==> src/vpd_pkg.sv <==
`timescale 1ns / 1ps
// ----------------------------------------------------------------------------
// vpd_pkg
// Shared types and constants for the video packet deframer.
// ----------------------------------------------------------------------------
package vpd_pkg;

  localparam int unsigned HdrBytes    = 12;
  localparam int unsigned StoreBits   = (HdrBytes - 1) * 8;
  localparam int unsigned HdrBits     = HdrBytes * 8;
  localparam int unsigned TsBits      = 61;
  localparam int unsigned SizeBits    = 32;
  localparam int unsigned TdataBits   = 136;
  localparam int unsigned TuserBits   = 3;

  // Bit positions inside the 64-bit PTS word.
  localparam int unsigned CfgFlagBit  = 62;
  localparam int unsigned KeyFlagBit  = 61;

  typedef enum logic [1:0] {
    KIND_PAYLOAD = 2'd0,
    KIND_SESSION = 2'd1,
    KIND_ERROR   = 2'd2
  } kind_e;

  typedef enum logic [2:0] {
    PH_HEADER  = 3'b001,
    PH_PAYLOAD = 3'b010,
    PH_HALT    = 3'b100
  } phase_e;

  typedef struct packed {
    kind_e                 kind;
    logic [7:0]            data_byte;
    logic                  first_of_packet;
    logic                  last_of_packet;
    logic [TsBits-1:0]     timestamp;
    logic                  config_packet;
    logic                  is_key_frame;
    logic [SizeBits-1:0]   frame_width;
    logic [SizeBits-1:0]   frame_height;
  } result_t;

endpackage

==> src/video_packet_deframer.sv <==
`timescale 1ns / 1ps
// ----------------------------------------------------------------------------
// video_packet_deframer
// Splits a link byte stream into 12-byte headers and tagged payload bytes.
// ----------------------------------------------------------------------------
//  Channel   Dir  Contents
//  s_axis    in   tdata[7:0] link byte
//  m_axis    out  tuser = kind, first; tlast = last payload byte;
//                 tdata = byte, timestamp, flags, width, height
//
//  One byte per cycle sustained while the output is not stalled: input
//  register, one step of header/payload logic, result register. Reset
//  (rst_ni low, async) returns to header collection and drops both
//  registers. A stalled output holds the result; one more byte may still be
//  taken into the input register, after which s_axis_tready_o drops.
//  A zero-length header halts the block until reset; bytes are then taken
//  and dropped.
// ----------------------------------------------------------------------------
module video_packet_deframer import vpd_pkg::*; (
  input  logic                 clk_i,
  input  logic                 rst_ni,
  // link bytes
  input  logic                 s_axis_tvalid_i,
  output logic                 s_axis_tready_o,
  input  logic [7:0]           s_axis_tdata_i,   // [7:0] stream_byte
  // results
  output logic                 m_axis_tvalid_o,
  input  logic                 m_axis_tready_i,
  // [7:0] data_byte, [68:8] timestamp, [69] config_packet, [70] is_key_frame,
  // [102:71] frame_width, [134:103] frame_height, [135] zero
  output logic [TdataBits-1:0] m_axis_tdata_o,
  output logic                 m_axis_tlast_o,   // last_of_packet
  output logic [TuserBits-1:0] m_axis_tuser_o    // [1:0] event_kind, [2] first_of_packet
);

  logic       held_valid;
  logic [7:0] held_byte;
  logic       out_free;
  logic       step;
  logic       res_valid;
  result_t    res_next;
  result_t    res_out;

  // The core advances whenever a byte is held and the result register is
  // free, whether or not this byte yields a result.
  assign step = held_valid && out_free;

  vpd_in_stage u_in (
    .clk_i        (clk_i),
    .rst_ni       (rst_ni),
    .in_valid_i   (s_axis_tvalid_i),
    .in_ready_o   (s_axis_tready_o),
    .in_byte_i    (s_axis_tdata_i),
    .take_i       (step),
    .held_valid_o (held_valid),
    .held_byte_o  (held_byte)
  );

  vpd_core u_core (
    .clk_i       (clk_i),
    .rst_ni      (rst_ni),
    .step_i      (step),
    .byte_i      (held_byte),
    .res_valid_o (res_valid),
    .res_o       (res_next)
  );

  vpd_out_stage u_out (
    .clk_i       (clk_i),
    .rst_ni      (rst_ni),
    .load_i      (step && res_valid),
    .res_i       (res_next),
    .free_o      (out_free),
    .out_valid_o (m_axis_tvalid_o),
    .out_ready_i (m_axis_tready_i),
    .res_o       (res_out)
  );

  // Pack result fields onto the stream, lowest field first.
  assign m_axis_tdata_o = {1'b0,
                           res_out.frame_height,
                           res_out.frame_width,
                           res_out.is_key_frame,
                           res_out.config_packet,
                           res_out.timestamp,
                           res_out.data_byte};
  assign m_axis_tlast_o = res_out.last_of_packet;
  assign m_axis_tuser_o = {res_out.first_of_packet, res_out.kind};

endmodule

==> src/vpd_in_stage.sv <==
`timescale 1ns / 1ps
// ----------------------------------------------------------------------------
// vpd_in_stage
// Input register for link bytes; frees itself as the core consumes it.
// ----------------------------------------------------------------------------
module vpd_in_stage import vpd_pkg::*; (
  input  logic       clk_i,
  input  logic       rst_ni,
  input  logic       in_valid_i,
  output logic       in_ready_o,
  input  logic [7:0] in_byte_i,
  input  logic       take_i,      // core consumes the held byte this cycle
  output logic       held_valid_o,
  output logic [7:0] held_byte_o
);

  logic       valid_q;
  logic [7:0] byte_q;

  assign in_ready_o   = !valid_q || take_i;
  assign held_valid_o = valid_q;
  assign held_byte_o  = byte_q;

  always_ff @(posedge clk_i or negedge rst_ni) begin
    if (!rst_ni) begin
      valid_q <= 1'b0;
    end else if (in_valid_i && in_ready_o) begin
      valid_q <= 1'b1;
    end else if (take_i) begin
      valid_q <= 1'b0;
    end
  end

  always_ff @(posedge clk_i) begin
    if (in_valid_i && in_ready_o) begin
      byte_q <= in_byte_i;
    end
  end

endmodule

==> src/vpd_core.sv <==
`timescale 1ns / 1ps
// ----------------------------------------------------------------------------
// vpd_core
// Header collection, payload tagging and halt state; one byte per step.
// ----------------------------------------------------------------------------
module vpd_core import vpd_pkg::*; (
  input  logic       clk_i,
  input  logic       rst_ni,
  input  logic       step_i,
  input  logic [7:0] byte_i,
  output logic       res_valid_o,
  output result_t    res_o
);

  phase_e                phase_q, phase_d;
  logic [3:0]            count_q, count_d;
  logic [StoreBits-1:0]  store_q;
  logic [31:0]           left_q, left_d;
  logic [TsBits-1:0]     ts_q, ts_d;
  logic                  cfg_q, cfg_d;
  logic                  key_q, key_d;
  logic                  first_q, first_d;

  logic [HdrBits-1:0]    hdr;
  logic [31:0]           len;
  logic                  collecting;
  logic                  last_byte;

  // Byte 0 of the header sits in the top bits.
  assign hdr        = {store_q, byte_i};
  assign len        = hdr[31:0];
  assign collecting = (phase_q == PH_HEADER) && (count_q < 4'(HdrBytes - 1));
  assign last_byte  = (left_q[31:1] == '0);

  always_comb begin
    phase_d     = phase_q;
    count_d     = count_q;
    left_d      = left_q;
    ts_d        = ts_q;
    cfg_d       = cfg_q;
    key_d       = key_q;
    first_d     = first_q;
    res_valid_o = 1'b0;
    res_o       = '0;
    res_o.kind  = KIND_PAYLOAD;

    case (phase_q)
      PH_HEADER: begin
        if (collecting) begin
          count_d = count_q + 4'd1;
        end else begin
          count_d = '0;
          if (hdr[HdrBits-1]) begin
            res_valid_o        = 1'b1;
            res_o.kind         = KIND_SESSION;
            res_o.frame_width  = hdr[63:32];
            res_o.frame_height = hdr[31:0];
          end else if (len == '0) begin
            res_valid_o = 1'b1;
            res_o.kind  = KIND_ERROR;
            phase_d     = PH_HALT;
          end else begin
            cfg_d   = hdr[32 + CfgFlagBit];
            key_d   = hdr[32 + KeyFlagBit];
            ts_d    = hdr[32 + CfgFlagBit] ? '0 : hdr[32 +: TsBits];
            left_d  = len;
            first_d = 1'b1;
            phase_d = PH_PAYLOAD;
          end
        end
      end
      PH_PAYLOAD: begin
        res_valid_o           = 1'b1;
        res_o.data_byte       = byte_i;
        res_o.first_of_packet = first_q;
        res_o.last_of_packet  = last_byte;
        res_o.timestamp       = ts_q;
        res_o.config_packet   = cfg_q;
        res_o.is_key_frame    = key_q;
        first_d               = 1'b0;
        if (last_byte) begin
          left_d  = '0;
          count_d = '0;
          phase_d = PH_HEADER;
        end else begin
          left_d = left_q - 32'd1;
        end
      end
      default: begin
        // halted: bytes are dropped until reset
      end
    endcase
  end

  always_ff @(posedge clk_i or negedge rst_ni) begin
    if (!rst_ni) begin
      phase_q <= PH_HEADER;
      count_q <= '0;
      left_q  <= '0;
      ts_q    <= '0;
      cfg_q   <= 1'b0;
      key_q   <= 1'b0;
      first_q <= 1'b0;
    end else if (step_i) begin
      phase_q <= phase_d;
      count_q <= count_d;
      left_q  <= left_d;
      ts_q    <= ts_d;
      cfg_q   <= cfg_d;
      key_q   <= key_d;
      first_q <= first_d;
    end
  end

  // Header bytes shift in; only the first eleven are kept.
  always_ff @(posedge clk_i) begin
    if (step_i && collecting) begin
      store_q <= {store_q[StoreBits-9:0], byte_i};
    end
  end

endmodule

==> src/vpd_out_stage.sv <==
`timescale 1ns / 1ps
// ----------------------------------------------------------------------------
// vpd_out_stage
// Result register facing the output stream.
// ----------------------------------------------------------------------------
module vpd_out_stage import vpd_pkg::*; (
  input  logic    clk_i,
  input  logic    rst_ni,
  input  logic    load_i,
  input  result_t res_i,
  output logic    free_o,     // register can take a result this cycle
  output logic    out_valid_o,
  input  logic    out_ready_i,
  output result_t res_o
);

  logic    valid_q;
  result_t res_q;

  assign free_o      = !valid_q || out_ready_i;
  assign out_valid_o = valid_q;
  assign res_o       = res_q;

  always_ff @(posedge clk_i or negedge rst_ni) begin
    if (!rst_ni) begin
      valid_q <= 1'b0;
    end else if (load_i) begin
      valid_q <= 1'b1;
    end else if (out_ready_i) begin
      valid_q <= 1'b0;
    end
  end

  always_ff @(posedge clk_i) begin
    if (load_i) begin
      res_q <= res_i;
    end
  end

endmodule

==> config.mk <==
export PLATFORM = sky130hd
export DESIGN_NAME = video_packet_deframer
export DESIGN_NICKNAME = d
export VERILOG_FILES = /design/src/vpd_pkg.sv /design/src/video_packet_deframer.sv /design/src/vpd_in_stage.sv /design/src/vpd_core.sv /design/src/vpd_out_stage.sv
export SDC_FILE = /design/constraint.sdc
export NUM_CORES = 1
export LEC_CHECK = 0
export CAP_MARGIN = 20
export CORE_MARGIN = 2
export CORE_UTILIZATION = 40
export CTS_BUF_LIST = sky130_fd_sc_hd__clkbuf_4
export DETAILED_ROUTE_END_ITERATION = 8
export DONT_BUFFER_PORTS = 1
export SYNTH_ARGS = -nofsm -noshare
export SYNTH_HDL_FRONTEND = slang
export SYNTH_SLANG_ARGS = --single-unit
export TNS_END_PERCENT = 10
==> constraint.sdc <==
create_clock -name clk_i -period 9.55 [get_ports clk_i]
set_input_delay 1.91 -clock clk_i [delete_from_list [all_inputs] [get_ports clk_i]]
set_output_delay 1.91 -clock clk_i [all_outputs]
set_load 0.02 [all_outputs]
**Word-level counts from Yosys, hierarchy flattened**

Index checks and enable logic that the tools add are counted.

- Bits in registers: 340
- Latch bits: 0
- Memory bits (writable): 0
- Bits in read-only memories: 0
- Input bits: 12
- Output and inout bits: 142
- Memories kept: 0

- $add $sub $neg: 2
- Multiply operators: 0
- Divide/modulo/power cells: 0
- Magnitude comparators: 1
- Equal/unequal tests: 6
- Shifts and indexed selects: 0
- Mux-type cells: 28
- Bitwise gates (word level): 4
- Reductions and logical operators: 21

Operator list:

| cell | count |
|---|---|
| 2-to-1 mux 32 bit | 4 |
| case mux 32 bit (2 select lines) | 1 |
| 2-to-1 mux 61 bit | 1 |
| zero test 32 bit | 1 |
| subtractor 32 x 1 -> 32 bit, second input constant | 1 |
| zero test 31 bit | 1 |
| AND reduction 5 bit | 3 |
| 2-to-1 mux 3 bit | 4 |
| 2-to-1 mux 1 bit | 11 |
| 2-to-1 mux 4 bit | 2 |
| case mux 4 bit (2 select lines) | 1 |
| inequality test 2 bit, second input constant | 3 |
| case mux 3 bit (2 select lines) | 1 |
| nonzero test 2 bit | 3 |
| OR reduction 3 bit | 2 |
| logical AND 1 bit | 5 |
| adder 4 x 1 -> 4 bit, second input constant | 1 |
| less-than comparator 4 bit, second input constant | 1 |
| NOT 1 bit | 4 |
| case mux 1 bit (2 select lines) | 2 |
| equality test 3 x 1 -> 1 bit, second input constant | 1 |
| equality test 3 x 2 -> 1 bit, second input constant | 1 |
| AND reduction 3 bit | 1 |
| zero test 1 bit | 2 |
| other kinds (4) | 5 |

**Longest topological paths before layout**

Gate-level depths: netlist of run 1.

- Depth after elaboration: 7
- Mapped depth: 9
- Depth with buffers taken out: 7

**Hierarchy**

A second synthesis of run 1 with hierarchy kept.

- Cell total of the unflattened synthesis: 973
- Area, all modules: 13320.3 um2

Modules (own cells, without submodules):

| module | times used | cells each | area each (um2) | sequential area each (um2) |
|---|---|---|---|---|
| vpd_core | 1 | 815 | 8780.9 | 5221.3 |
| vpd_out_stage | 1 | 142 | 4221.5 | 4199.0 |
| vpd_in_stage | 1 | 12 | 294.0 | 265.3 |
| video_packet_deframer | 1 | 4 | 23.8 | 0.0 |

**Least setup slack after synthesis of run 1**

No wires, ideal clock.

- Path kind: in2reg
- From: in m_axis_tready_i
- To: reg u_out.res_q, in the netlist u_out.res_o[0], enable pin
- Data arrival time: 7.881 ns
- Data required time: 8.911 ns
- Slack: 1.030 ns
- Stages: 3
- Path buffers: 0
- Path through: nand2b_1 -> nand2_1 -> nor2_1

- Longest elaborated chain between the ends: 3

Ends and longest elaborated chain:

| what | RTL line | text |
|---|---|---|
| start: declaration | video_packet_deframer.sv:28 | `input logic m_axis_tready_i,` |
| logical OR 1 bit | vpd_out_stage.sv:20 | `assign free_o = !valid_q \|\| out_ready_i;` |
| logical AND 1 bit | video_packet_deframer.sv:46 | `assign step = held_valid && out_free;` |
| logical AND 1 bit | video_packet_deframer.sv:71 | `.load_i (step && res_valid),` |
| net u_out.load_i | vpd_out_stage.sv:9 | `input logic load_i,` |
| end signal: assignment | vpd_out_stage.sv:36 | `res_q <= res_i;` |
| end: declaration | vpd_out_stage.sv:18 | `result_t res_q;` |

The timed path passes the listed nets, and every way through them passes these cells.
A chain may end at the register's enable or synchronous reset.

**Worst setup path in the final report of run 1**

- From: reg u_core.store_q[10]
- To: reg u_out.res_q, in the netlist u_out.res_o[26], enable pin

- Longest elaborated chain between the ends: 6

Ends and longest elaborated chain:

| what | RTL line | text |
|---|---|---|
| start: declaration | vpd_core.sv:17 | `logic [StoreBits-1:0] store_q;` |
| start signal: assignment | vpd_core.sv:118 | `store_q <= {store_q[StoreBits-9:0], byte_i};` |
| zero test 32 bit | vpd_core.sv:58 | `end else if (len == '0) begin` |
| 2-to-1 mux 1 bit | vpd_core.sv:58 |  |
| 2-to-1 mux 1 bit | vpd_core.sv:53 | `if (hdr[HdrBits-1]) begin` |
| 2-to-1 mux 1 bit | vpd_core.sv:49 | `if (collecting) begin` |
| case mux 1 bit (2 select lines) | vpd_core.sv:47 | `case (phase_q)` |
| logical AND 1 bit | video_packet_deframer.sv:71 |  |
| net u_out.load_i | vpd_out_stage.sv:9 |  |

The timed path passes the listed nets, and every way through them passes these cells.

==> impl_results.md, run 1 <==
- CP max-delay cell: buf_4
- Tmin final: 4.202 ns
- Register bit count reported by yosys: 340
- Synth Area in Simple Gates: about a fifth
- Core area: 32540 um2
- Worst setup SP type: register
- FF-to-FF Start: u_core.store_q[10]$_DFFE_PP_
- Tot Pwr: 0.002882 W
- Final-report setup violation count: 0
- First-pass GRT wire length: between 40 and 50 mm
- Number of distinct library cells after synthesis: 59
- Post-synthesis compound-gate area fraction: approximately 5.0%
- Routed length per instance: 19.54 um
- Hold WS: 0.4388 ns
- Largest stage delay, worst path: ~0.78 ns
- Most used DFF post-synth: edfxtp_1
- Top cells by area, synth: edfxtp_1 53%, dfrtp_1 20%, nand2_1 4.4%
- Cell Area, Synth: roughly 13000 um2
- Iteration-0 DRC Markers: 680
- Layout Nets: 1026
- # IOs: 154
- Pre-antenna DRT Iters: 5
- Filler instances: roughly 3000
- CP Max Fanout: 83
- Required time of the worst setup path: 9.92 ns
- Drt total wl: 29.97 mm
- R2R cell count: 8
- Skew-Pair Late Insertion Delay: 0.76 ns
- LEAKAGE: 6.361 nW
- Crit share post-route: 43.99%
- Clock buffer depth: 3
- Setup Buffers After CTS: 0
- Cell Pwr Density: 193.7 nW/um2
- Fraction of layout cells with a size suffix above 1: approximately 17%
- Vias in the first global route: 7955
- Asr flop ratio synth: 30.88%
- Critical Path Source: u_core.store_q[10]$_DFFE_PP_
- Worst Max-Slew Pin Slew: around 1.1 ns
- CTS root buffer: clkbuf_4
- R2r setup slk: 5.35 ns
- Most common cell in the netlist: edfxtp_1
- Synth Area in XOR/XNOR: less than 1%
- Peak Freq: 238.0 MHz
- Port Buf Inserts: 0
- Worst setup endpoint: u_out.res_o[26]$_SDFFCE_PP0P_
- Initial core utilization: 40.58%
- EDFF count, synth: 235
- Critical Path End Type: register
- Status: complete, no violations
- Die height: 185.7 um
- CTS tree: done
- Inst Count DP: ~1400
- Hold Crit Class: register to register
- Worst-path clk slew: 0.06 ns
- Syn_nets: 978
- Antenna Nets Post-Route: 0
- CP cell instances: nor4_1, nand4_1, nor2_1, o21a_1, nor2_1, nor2_4, buf_4, buf_4
- Final Non-Filler Cells: 1534
- Vias: 7895
- Multi-input gate area: 3308 um2
- Cell count after synthesis: between 900 and 1000
- GRT Util Overall: between 15 and 20%
- Mean Syn Cell Area: 13.70 um2
- Register Area: 9686 um2
- GP Congestion: between 0.8 and 0.9
- Pins over their slew limit: 0
- Fin. Hold Viols: 0
- CTS Buf Count: 91
- Synth top area share: 53.44%
- # resized after CTS: 0
- Row count: 66
- YS warnings: 0
- Synth Area in Adders: 0.1895%
- Post-synth top cells: 235 x edfxtp_1, 155 x nand2_1, 104 x dfrtp_1
- Unrepaired setup endpoints after global routing: no
- DP Wirelength: 17.27 mm
- Max-slew headroom: 29.38%
- Register area share after synthesis: 73.35%
- Vias per cell: 5.147
- Yosys top cell by area: edfxtp_1
- Residual DRC: 0
- H-tree lvl count: 3
- R2R Path End: u_out.res_o[26]$_SDFFCE_PP0P_
- Antenna violations before repair: 1
- Fraction of synthesized area in multiplexers: 0.1706%
- Core Util, Final: a little under half
- Post-CTS Hold Fix Bufs: 0
- Layout Skew: about 0.05 ns
- Sum Neg Setup Slack: 0 ns
- DIE AREA: 34480 um2
- Grt ovf: 0
- Hold path depth: 2
- Layout area overhead: 12.69%
- Combinational family with the most area after synthesis: simple AND/OR/NAND/NOR gates
- Largest net degree at the start of global routing: 106
- Crit path DAT: 4.58 ns
- Max-cap violations: 0
- Clock sink count: 340
- Worst vdd ir: 0.09579 mV
- Die W: 185.7 um
- Setup CP Type: register to register
## state kept, by name (all words and copies together), names as in the netlist
register	flops
u_core.phase_q	3
u_out.res_o	139
u_core.store_q	88
u_out.out_valid_o	1
u_core.cfg_q	1
u_in.held_valid_o	1
u_in.held_byte_o	8
u_core.count_q	4
u_core.first_q	1
u_core.left_q	32
u_core.ts_q	61
u_core.key_q	1
## cells by family after synthesis
logic type	after synthesis
DFF	340
other	1
xor gates and xnor gates	2
and+or+nand+nor	464
buffers and inverters	63
adders and majority gates	2
muxes	2
AOI/OAI and AO/OA	90
## power by group
part	switching (W)	leakage [nW]	internal, W	total, W
clock	0.000605	0.728	0.000704	0.00131
combinational	0.00000210	1.72	0.000000784	0.00000289
sequential	0.00000443	3.92	0.00157	0.00157
## per-stage QoR
step | setup slack (ns) | area [um2]
final | 5.349 | 14880
after global routing | 5.070 | 14880
after CTS | 5.294 | 14870
after detailed placement | 5.016 | 13650
after global placement | 5.045 | 13650
after floorplan | 1.030 | 13200
## layout make-up
type                       count  area share, %
antenna                        1        0.01682
clock buffer                 141          7.114
clock inverter                31          1.085
inverter                       6         0.1514
multi-input combinational    561          22.23
sequential                   340          65.09
tap                          442          3.717
timing repair buffer          12         0.5886
## cell usage in the layout (no fill, tap or decap), types with 6 or more instances in the layout
cell,Yosys,routed
a21oi_1,10,10
a221o_1,12,12
a22oi_1,6,6
and2_1,76,76
and3_1,67,66
buf_4,1,11
clkbuf_4,0,141
clkinv_1,0,21
dfrtp_1,104,104
edfxtp_1,235,235
inv_1,6,6
nand2_1,155,155
nand3_1,7,7
nand3b_1,62,62
nor2_1,29,26
nor3_1,18,18
nor4_1,12,12
o211ai_1,7,7
o21ai_0,20,20
o21ai_1,7,7
or3_1,9,9
## layer usage
layer	vias up	routed length (um)	global-route usage, %	part of all wire, %
met2	283	13960	27.09	47
met1	3889	13610	23.82	45
met3	43	1841	5.459	6.1
met4	0	561	7.118	1.9
li1	3680	-	-	-
met5	-	0	0	0
## critical path, delay by kind of cell (launching register included)
family,cells,cell delay [ns]
flops,1,0.49
buf+inv,2,1.51
compound gates,1,0.21
simple gates,5,1.46
## how the worst min path moves through the flow
stage / endpoint / from / slack (ns)
2_1_floorplan: u_core.key_q$_DFFE_PN0P_ / u_core.store_q[85]$_DFFE_PP_ / 0.41
5_1_grt: u_core.store_q[74]$_DFFE_PP_ / u_core.store_q[66]$_DFFE_PP_ / 0.45
3_3_place_gp: u_core.key_q$_DFFE_PN0P_ / u_core.store_q[85]$_DFFE_PP_ / 0.42
6_report: u_core.key_q$_DFFE_PN0P_ / u_core.store_q[85]$_DFFE_PP_ / 0.44
4_1_cts: u_core.key_q$_DFFE_PN0P_ / u_core.store_q[85]$_DFFE_PP_ / 0.44
3_5_place_dp: u_core.key_q$_DFFE_PN0P_ / u_core.store_q[85]$_DFFE_PP_ / 0.43
No activity file was read; power rests on OpenSTA's default activity.
==> inputs of run 2 (changes only) <==
==> constraint.sdc (replaced) <==
create_clock -name clk_i -period 3.7 [get_ports clk_i]
set_input_delay 0.74 -clock clk_i [delete_from_list [all_inputs] [get_ports clk_i]]
set_output_delay 0.74 -clock clk_i [all_outputs]
set_load 0.02 [all_outputs]
==> run 2 against run 1 <==
Clock-buffer cell count increased by 4; register-to-register slack got worse by 4.8 ns; maximum frequency increased by 35%; design area increased by 0.82%; worst hold slack got worse by 0.31 ns; first-iteration DRC count decreased by 11%; largest cell class unchanged; clock power increased to 2.5 times the previous value; via count increased by 0.56%.
==> impl_results.md, run 2 (synthesized netlist as in run 1, its figures left out) <==
- CP Max Fanout: 27
- DP Wirelength: 18.10 mm
- CTS root buffer: clkbuf_4
- Most frequent cells in the layout: 235 x edfxtp_1, 155 x nand2_1, 145 x clkbuf_4, 104 x dfrtp_1, 76 x and2_1
- Cell Pwr Density: 494.6 nW/um2
- Pre-antenna DRT Iters: 5
- Vias: 7939
- Critical Path End Type: register
- Crit share post-route: 84.29%
- Initial core utilization: between 40 and 50%
- Grt ovf: 0
- Max-slew headroom: 35.53%
- Filler instances: slightly above 3000
- Worst-path clk slew: 0.07 ns
- Antenna violations before repair: 1
- Clock buffer depth: 3
- CTS tree: done
- Crit path DAT: between 3 and 4 ns
- Layout Skew: 0.06705 ns
- GRT Util Overall: 18.09%
- Max FFs per register: ~140
- Peak Freq: 320.6 MHz
- Inst Count DP: 1364
- CTS Buf Count: between 80 and 90
- Final-report setup violation count: 0
- Vias per cell: 5.175
- Clock sink count: between 300 and 400
- GP Congestion: 0.8265
- Commonest non-fill, non-tap cell in the layout: edfxtp_1
- # IOs: 154
- Fraction of layout cells with a size suffix above 1: 17.87%
- Residual DRC: 0
- Worst vdd ir: 0.2298 mV
- LEAKAGE: 6.402 nW
- Pins over their slew limit: 0
- # resized after CTS: 0
- DIE AREA: 34480 um2
- Unrepaired setup endpoints after global routing: no
- Core area: 32540 um2
- Antenna Nets Post-Route: 0
- Vias in the first global route: about 8000
- Worst Max-Slew Pin Slew: 0.9670 ns
- Largest net degree at the start of global routing: 106
- Iteration-0 DRC Markers: 603
- Sum Neg Setup Slack: 0 ns
- Required time of the worst setup path: 4.27 ns
- Routed length per instance: 19.79 um
- Max-cap violations: 0
- Hold Crit Class: input pin to register
- Die W: 185.7 um
- Drt total wl: 30.36 mm
- H-tree lvl count: 3
- Layout area overhead: 13.61%
- Fin. Hold Viols: 0
- First-pass GRT wire length: 47.34 mm
- Row count: 66
- Skew-Pair Late Insertion Delay: 0.72 ns
- Layout Nets: a little over 1000
- Multi-input gate area: roughly 3300 um2
- Setup CP Type: register to register
- Tmin final: approximately 3.1 ns
- Tot Pwr: 0.007419 W
- Port Buf Inserts: 0
- Worst setup SP type: register
- Register Area: 9686 um2
- Final Non-Filler Cells: 1534
- Die height: 185.7 um
- Status: complete, no violations
-- run 2: cell types whose count changed in the layout (fill, tap and decap cells not counted), sizes merged --
| cell | delta |
|---|---|
| clkinv | -10 |
| clkbuf | +3 |
| buf | +5 |
| clkinvlp | +1 |
| bufinv | -1 |
| inv | +1 |
| dlygate4sd3 | +1 |
-- run 2: metrics by stage --
step           area [um2]  util (%)  hold slack, ns  setup slack [ns]
5_1_grt             15000     46.10         0.03626            0.3459
6_report            15000     46.10          0.1254            0.5812
4_1_cts             15000     46.10         0.04069            0.6011
3_5_place_dp        13760     42.29          0.4333            0.6135
3_3_place_gp        13760     42.29          0.4239            0.7193
2_1_floorplan       13250         -          0.4146           -0.1724
-- run 2: worst max-delay path: stages (launching register included) --
cell	delay, ns
dfrtp_1	0.40
ha_1	0.24
o21ai_0	0.44
nor3_1	0.19
o21ai_1	0.49
a21o_1	0.79
nor3_1	0.15
a221o_1	0.30
-- run 2: final cells by class --
type | count | share of cell area (%)
antenna | 1 | 0.01668
clock buffer | 145 | 7.257
clock inverter | 22 | 0.7590
inverter | 6 | 0.1501
multi-input combinational | 561 | 22.15
sequential | 340 | 64.57
tap | 442 | 3.687
timing repair buffer | 17 | 1.418
-- run 2: metal layers --
| layer | vias up | GRT usage (%) | part of all wire [%] |
|---|---|---|---|
| met5 | - | 0 | 0 |
| met4 | 0 | 6.677 | 2.4 |
| met3 | 63 | 5.224 | 6.6 |
| met2 | 302 | 28.39 | 47 |
| met1 | 3893 | 23.89 | 43 |
| li1 | 3681 | - | - |
-- run 2: timing repair --
item,CTS,global route
hold buffers,2,0
buffers inserted,0,0
hold endpoints to repair,105,0
-- run 2: final timing paths --
path,slack [ns],start,cells past startpoint,endpoint
setup / recovery,0.58,u_core.count_q[0]$_DFFE_PN0P_,7,u_core.left_q[14]$_DFFE_PN0P_
hold / removal,0.13,s_axis_tdata_i[3],0,u_in.held_byte_o[3]$_DFFE_PP_
setup reg to reg,0.58,u_core.count_q[0]$_DFFE_PN0P_,7,u_core.left_q[14]$_DFFE_PN0P_
hold reg to reg,0.41,u_core.store_q[73]$_DFFE_PP_,0,u_core.store_q[81]$_DFFE_PP_
max in group asynchronous,2.57,rst_ni,2,u_core.left_q[25]$_DFFE_PN0P_
min in group asynchronous,0.64,rst_ni,2,u_core.ts_q[49]$_DFFE_PN0P_
-- run 2: power breakdown --
part / switching (W) / total, W / leakage, nW / internal, W
registers: 0.00000949 / 0.00405 / 3.92 / 0.00404
logic: 0.0000300 / 0.0000357 / 1.77 / 0.00000571
clock network: 0.00155 / 0.00333 / 0.717 / 0.00179
total: 0.00159 / 0.00742 / 6.40 / 0.00583
